**src/rtl/hue_bucketed_palette_reducer_defines.svh**
```systemverilog
// ----------------------------------------------------------------------------
// hue_bucketed_palette_reducer_defines.svh
// Assertion macros used by the palette reducer top level.
// ----------------------------------------------------------------------------
`ifndef HUE_BUCKETED_PALETTE_REDUCER_DEFINES_SVH
`define HUE_BUCKETED_PALETTE_REDUCER_DEFINES_SVH

// same-cycle implication, checked on i_clk, off during reset
`define HBPR_ASSERT_IMP(label, ante, cons, msg) \
    label: assert property (@(posedge i_clk) disable iff (!i_rst_n) (ante) |-> (cons)) \
        else $error(msg);

// next-cycle implication, checked on i_clk, off during reset
`define HBPR_ASSERT_NXT(label, ante, cons, msg) \
    label: assert property (@(posedge i_clk) disable iff (!i_rst_n) (ante) |=> (cons)) \
        else $error(msg);

`endif

```
**src/rtl/hbpr_pkg.sv**
```systemverilog
// ----------------------------------------------------------------------------
// hbpr_pkg
// Types, constants and helper functions of the hue bucketed palette reducer.
// ----------------------------------------------------------------------------
`default_nettype none

package hbpr_pkg;

    localparam int TABLE_DEPTH_DEF = 256;
    localparam int HUE_TABLES      = 6;
    localparam logic [7:0] LIMIT_RESET = 8'd216;
    localparam int DIV_STEPS       = 17;

    // hue centers of the six tables
    localparam logic signed [10:0] HUE_CENTER [HUE_TABLES] =
        '{11'sd0, 11'sd30, 11'sd60, 11'sd90, 11'sd240, 11'sd270};

    typedef struct packed {
        logic       mode;
        logic [7:0] red;
        logic [7:0] green;
        logic [7:0] blue;
        logic [7:0] run_count;
        logic [2:0] read_bucket;
        logic [7:0] read_slot;
    } t_in_item;

    typedef struct packed {
        logic [2:0]  bucket;
        logic        was_new;
        logic        merged;
        logic        entry_valid;
        logic [7:0]  entry_red;
        logic [7:0]  entry_green;
        logic [7:0]  entry_blue;
        logic [31:0] entry_frequency;
        logic [8:0]  total_entries;
    } t_out_item;

    // one stored palette entry
    typedef struct packed {
        logic [7:0]  red;
        logic [7:0]  green;
        logic [7:0]  blue;
        logic [31:0] count;
    } t_entry;

    typedef enum logic [3:0] {
        CMD_NONE,
        CMD_LOAD,
        CMD_DIV_INIT,
        CMD_DIV_STEP,
        CMD_PICK,
        CMD_MATCH_SCAN,
        CMD_UPDATE,
        CMD_BIG,
        CMD_TOP_SCAN,
        CMD_NEAR_INIT,
        CMD_NEAR_SCAN,
        CMD_MERGE,
        CMD_SHIFT,
        CMD_DROP,
        CMD_READ,
        CMD_READ_CAP
    } t_cmd;

    typedef enum logic [0:0] {
        OUT_HOLD,
        OUT_LOAD
    } t_out_ctl;

    typedef struct packed {
        logic div_done;
        logic scan_done;
        logic over_limit;
        logic big_nonempty;
        logic mode_read;
        logic out_busy;
    } t_status;

    // saturating 32-bit add
    function automatic logic [31:0] sat_add(input logic [31:0] a, input logic [31:0] b);
        logic [32:0] s;
        s = {1'b0, a} + {1'b0, b};
        return s[32] ? 32'hFFFF_FFFF : s[31:0];
    endfunction

    // first nearest hue center
    function automatic logic [2:0] nearest_table(input logic signed [9:0] hue);
        logic [2:0]        best;
        logic signed [10:0] diff;
        logic [10:0]       best_diff;
        best      = 3'd0;
        best_diff = 11'h7FF;
        for (int k = 0; k < HUE_TABLES; k++) begin
            diff = 11'(hue) - HUE_CENTER[k];
            if (diff < 0) diff = -diff;
            if (11'(diff) < best_diff) begin
                best_diff = 11'(diff);
                best      = 3'(k);
            end
        end
        return best;
    endfunction

endpackage

`default_nettype wire

```
**src/rtl/hbpr_ctrl.sv**
```systemverilog
// ----------------------------------------------------------------------------
// hbpr_ctrl
// Sequencer of the palette reducer: steps each item through its phases.
// ----------------------------------------------------------------------------
`default_nettype none

module hbpr_ctrl import hbpr_pkg::*; (
    input  wire logic    i_clk,
    input  wire logic    i_rst_n,
    input  wire logic    i_in_valid,
    input  wire t_status i_status,
    output t_cmd         o_cmd,
    output t_out_ctl     o_out_ctl,
    output logic         o_busy
);

    typedef enum logic [4:0] {
        S_IDLE, S_DECODE, S_READ, S_READ_CAP, S_DIV_INIT, S_DIV, S_PICK, S_MATCH,
        S_UPDATE, S_CHECK, S_BIG, S_TOP, S_NEAR_INIT, S_NEAR, S_MERGE, S_SHIFT,
        S_DROP, S_RESP
    } t_state;

    t_state r_state;

    // state register
    always_ff @(posedge i_clk) begin
        if (!i_rst_n) begin
            r_state <= S_IDLE;
        end else begin
            unique case (r_state)
                S_IDLE:      if (i_in_valid) r_state <= S_DECODE;
                S_DECODE:    r_state <= i_status.mode_read ? S_READ : S_DIV_INIT;
                S_READ:      r_state <= S_READ_CAP;
                S_READ_CAP:  r_state <= S_RESP;
                S_DIV_INIT:  r_state <= S_DIV;
                S_DIV:       if (i_status.div_done) r_state <= S_PICK;
                S_PICK:      r_state <= S_MATCH;
                S_MATCH:     if (i_status.scan_done) r_state <= S_UPDATE;
                S_UPDATE:    r_state <= S_CHECK;
                S_CHECK:     r_state <= i_status.over_limit ? S_BIG : S_RESP;
                S_BIG:       r_state <= i_status.big_nonempty ? S_TOP : S_RESP;
                S_TOP:       if (i_status.scan_done) r_state <= S_NEAR_INIT;
                S_NEAR_INIT: r_state <= S_NEAR;
                S_NEAR:      if (i_status.scan_done) r_state <= S_MERGE;
                S_MERGE:     r_state <= S_SHIFT;
                S_SHIFT:     if (i_status.scan_done) r_state <= S_DROP;
                S_DROP:      r_state <= S_RESP;
                S_RESP:      if (!i_status.out_busy) r_state <= S_IDLE;
                default:     r_state <= S_IDLE;
            endcase
        end
    end

    // command decode
    always_comb begin
        o_out_ctl = OUT_HOLD;
        unique case (r_state)
            S_IDLE:      o_cmd = CMD_LOAD;
            S_READ:      o_cmd = CMD_READ;
            S_READ_CAP:  o_cmd = CMD_READ_CAP;
            S_DIV_INIT:  o_cmd = CMD_DIV_INIT;
            S_DIV:       o_cmd = CMD_DIV_STEP;
            S_PICK:      o_cmd = CMD_PICK;
            S_MATCH:     o_cmd = CMD_MATCH_SCAN;
            S_UPDATE:    o_cmd = CMD_UPDATE;
            S_BIG:       o_cmd = CMD_BIG;
            S_TOP:       o_cmd = CMD_TOP_SCAN;
            S_NEAR_INIT: o_cmd = CMD_NEAR_INIT;
            S_NEAR:      o_cmd = CMD_NEAR_SCAN;
            S_MERGE:     o_cmd = CMD_MERGE;
            S_SHIFT:     o_cmd = CMD_SHIFT;
            S_DROP:      o_cmd = CMD_DROP;
            S_RESP: begin
                o_cmd = CMD_NONE;
                if (!i_status.out_busy) o_out_ctl = OUT_LOAD;
            end
            default:     o_cmd = CMD_NONE;
        endcase
    end

    assign o_busy = (r_state != S_IDLE);

endmodule

`default_nettype wire

```
**config.mk**
```make
export PLATFORM = sky130hd
export DESIGN_NAME = hbpr_ctrl
export DESIGN_NICKNAME = d
export VERILOG_FILES = /design/src/rtl/hue_bucketed_palette_reducer_defines.svh /design/src/rtl/hbpr_pkg.sv /design/src/rtl/hbpr_ctrl.sv
export SDC_FILE = /design/constraint.sdc
export NUM_CORES = 1
export LEC_CHECK = 0
export BUFFER_PORTS_ARGS = -buffer_cell sky130_fd_sc_hd__buf_2
export CORE_UTILIZATION = 39
export CTS_CLUSTER_SIZE = 24
export DETAILED_ROUTE_END_ITERATION = 10
export PLACE_DENSITY_LB_ADDON = 0.12
export SLEW_MARGIN = 20
export SYNTH_ARGS = -nofsm -noshare
export SYNTH_HDL_FRONTEND = slang
export SYNTH_SLANG_ARGS = --single-unit
```
**constraint.sdc**
```tcl
create_clock -name i_clk -period 1.35 [get_ports i_clk]
set_input_delay 0.135 -clock i_clk [delete_from_list [all_inputs] [get_ports i_clk]]
set_output_delay 0.135 -clock i_clk [all_outputs]
set_load 0.02 [all_outputs]
```
==> flow_summary.yaml <==
run_status:
  status: "finished, violations left"
  failed_checks: "DRC, setup timing"
synthesis:
  yosys_warnings: 0
  syn_inst: 91
  synthesis.area_um2: 618.1
  synth.largest_area_cell: "dfxtp_1"
  synth_enable_flop_cells: 0
  synth_seq_area_share_pct: 16.19
  yosysMostFrequentCell: "nor2_1"
  synth_top_cell_area_share_pct: 16.19
  synthTopCellsByArea: "dfxtp_1 16%, nor2_1 7.9%, a21oi_1 6.5%"
  synthTopCellsByCount: "13 x nor2_1, 8 x a21oi_1, 7 x o21ai_0, 6 x nand2_1"
  avgSynthCellArea_um2: 6.792
  synthArstFlopShare_pct: 0
  dominantRegCellSynth: "dfxtp_1"
  synth_nets: 100
  yosys_register_bits: 5
  yosys.cell_types.count: 35
power:
  ir_drop_v: 0.001005
  leakage_nw: 0.5236
  pwr-share-seq_pct: 16.9
  swShare_pct: 41.17
  combPwrFrac_pct: 70.4
  power_density_nw_per_um2: 1235
  clkPwrFrac_pct: 12.7
  p_int_uw: 842.0
  p_switching_uw: 589.1
  p_total_mw: 1.431
sta:
  finalSetupViolations: 11
  fin_setup_tns_ns: -1.580
  hold_viol: 0
  relSlewSlack_pct: 82.55
  fin_skew_ns: 0.009119
  final.setup.worst_slack_ns: -0.2152
  rsz0062_at_grt: "true"
  period_share_pct: 115.9
  whs_ns: 0.1588
  slew_viol_final: 0
  fmax_mhz: 638.9
  tightest_slew_ns: 0.2589
  layout_min_cycle_time_ns: 1.565
detailed_routing:
  ant_nets: 0
  first_iter_violations: 41
  totalWireLength_um: 2107
  vias_per_cell: 5.750
  drc_errors: 1
  drt_pre_antenna_iters: 7
  via_count: 874
  wl_per_cell_um: 13.86
cts:
  clk_pin_slew_ns: 0.05
  insertion_delay_ns: 0.25
  cts_buffers: 3
  h-tree-depth: 1
  cts_tree: "done"
  clockBufferDepth: 2
  cts-root-buf: "clkbuf_4"
  cts.sinks: 5
min_path:
  holdPathEnd: "r_state[1]"
  hold_path_class: "primary input to flip-flop"
  hp-start: "i_rst_n"
  min_path_cells: 2
worst_setup_path:
  critPathKind: "flip-flop to flip-flop"
  rr_worst_depth: 8
  reg2reg_to: "r_state[1]"
  cp.arrival_ns: 1.70
  reg2reg_from: "r_state[3]"
  critPathCaptureType: "flip-flop"
  start_kind: "flip-flop"
  critPathMaxFanout: 10
  reg2reg_slack_ns: -0.22
  worstPathRequired_ns: 1.49
layout:
  largest_register_ffs: 5
  nets: 146
  utilization_pct: 77.82
  largestRegisters: "r_state: 5 flops"
  areaGrowthSynthToFinish_pct: 87.45
  num-fill-cells: 106
  final_area_um2: 1159
  top_register: "r_state"
  fin_cells: 152
  antennaDiodeCount: 0
  drive_gt1_share_pct: 61.03
grt:
  grt_use_total_pct: 23.81
  grt_pass1_vias: 740
  grt_pass1_wl_um: 3229
  antenna_found_initial: 0
  gr-total-overflow: 0
  grt_max_degree: 15
floorplanning:
  rows: 14
  die_x_um: 41.81
  die_h_um: 41.81
  dieArea_um2: 1748
  start_util_pct: 41.51
  ios: 15
  coreArea_um2: 1489
job:
  maxCapViolCount: 0
placed_design:
  hpwl_um: 1316
  portBuffers: 14
  gp_congestion: 0.8792
  place_ws_ns: -0.1831
  dp_cells: 134
  dpl_cell_area_um2: 842.1
[cell type report]
type | count | area, µm² | share of cell area [%]
inverter | 5 | 18.77 | 1.620
timing repair buffer | 49 | 402.9 | 34.77
multi-input combinational | 73 | 574.3 | 49.57
sequential | 5 | 116.4 | 10.04
tap | 16 | 20.02 | 1.728
clock buffer | 4 | 26.28 | 2.268
[cells in the final DEF, fill, tap and decap left out, types with 2 or more instances in the layout]
| cell type | n |
|---|---|
| nand2b_1 | 2 |
| nand3_1 | 2 |
| buf_2 | 9 |
| buf_6 | 10 |
| nand4bb_1 | 2 |
| inv_1 | 5 |
| a21oi_1 | 5 |
| nor2_2 | 4 |
| a21oi_2 | 3 |
| o22ai_2 | 2 |
| o21ai_0 | 6 |
| nor2b_4 | 2 |
| nand2b_4 | 3 |
| buf_4 | 28 |
| nor2_4 | 2 |
| dfxtp_4 | 4 |
| clkbuf_4 | 3 |
| nand2_1 | 5 |
| nor2_1 | 7 |
[metal layers]
metal	GRT usage, %	wire, µm	share of wire (%)	vias up
li1	-	-	-	416
met1	30.21	886	42	419
met2	39.69	1076	51	35
met3	5.217	113	5.4	4
met4	7.742	29	1.4	0
met5	0	0	0	-
[power by group through the flow]
| stage | clock network, mW | registers [mW] | logic, mW |
|---|---|---|---|
| floorplan | 0 | 0.190 | 0.450 |
| global placement | 0 | 0.222 | 0.682 |
| detailed placement | 0 | 0.221 | 0.690 |
| CTS | 0.174 | 0.238 | 0.886 |
| global route | 0.191 | 0.247 | 1.09 |
| finish | 0.182 | 0.242 | 1.01 |
[how the worst max path moves through the flow]
stage                     startpoint          to  slack [ns]  cells after the start
final                     r_state[3]  r_state[1]       -0.22                      8
after detailed placement  r_state[3]  r_state[3]       -0.18                      6
after floorplan           r_state[2]  r_state[3]       -0.04                      6
after global placement    r_state[3]  r_state[3]       -0.15                      6
after CTS                 r_state[3]    o_cmd[2]       -0.20                      6
after global routing      r_state[0]    o_cmd[3]       -0.24                      6
[kinds of logic (layout without fill, tap and decap cells)]
kind of cell,after synthesis,count (layout),share of synthesized area [%]
flip-flops,5,5,16.19
AND/OR/NAND/NOR,41,41,37.25
multiplexers,1,1,1.822
buffers and inverters,13,58,11.33
AO/OA/AOI/OAI,31,31,33.40
[worst max-delay path, cell delays in order (launching register included)]
cell and delay [ns]:
dfxtp_4 0.35, buf_12 0.14, nor2b_4 0.12, buf_4 0.11
nand4_1 0.21, nand3b_4 0.21, buf_6 0.12, a21oi_2 0.03
o21a_1 0.16
[what timing repair did]
item | in CTS | in global routing
setup endpoints to repair | 11 | 11
buffers inserted | 9 | 5
hold buffers | 0 | 0
resized for setup | 37 | 15
gates cloned | 0 | 0
pin swaps | 6 | 7
(Power assumes the default switching activity.)
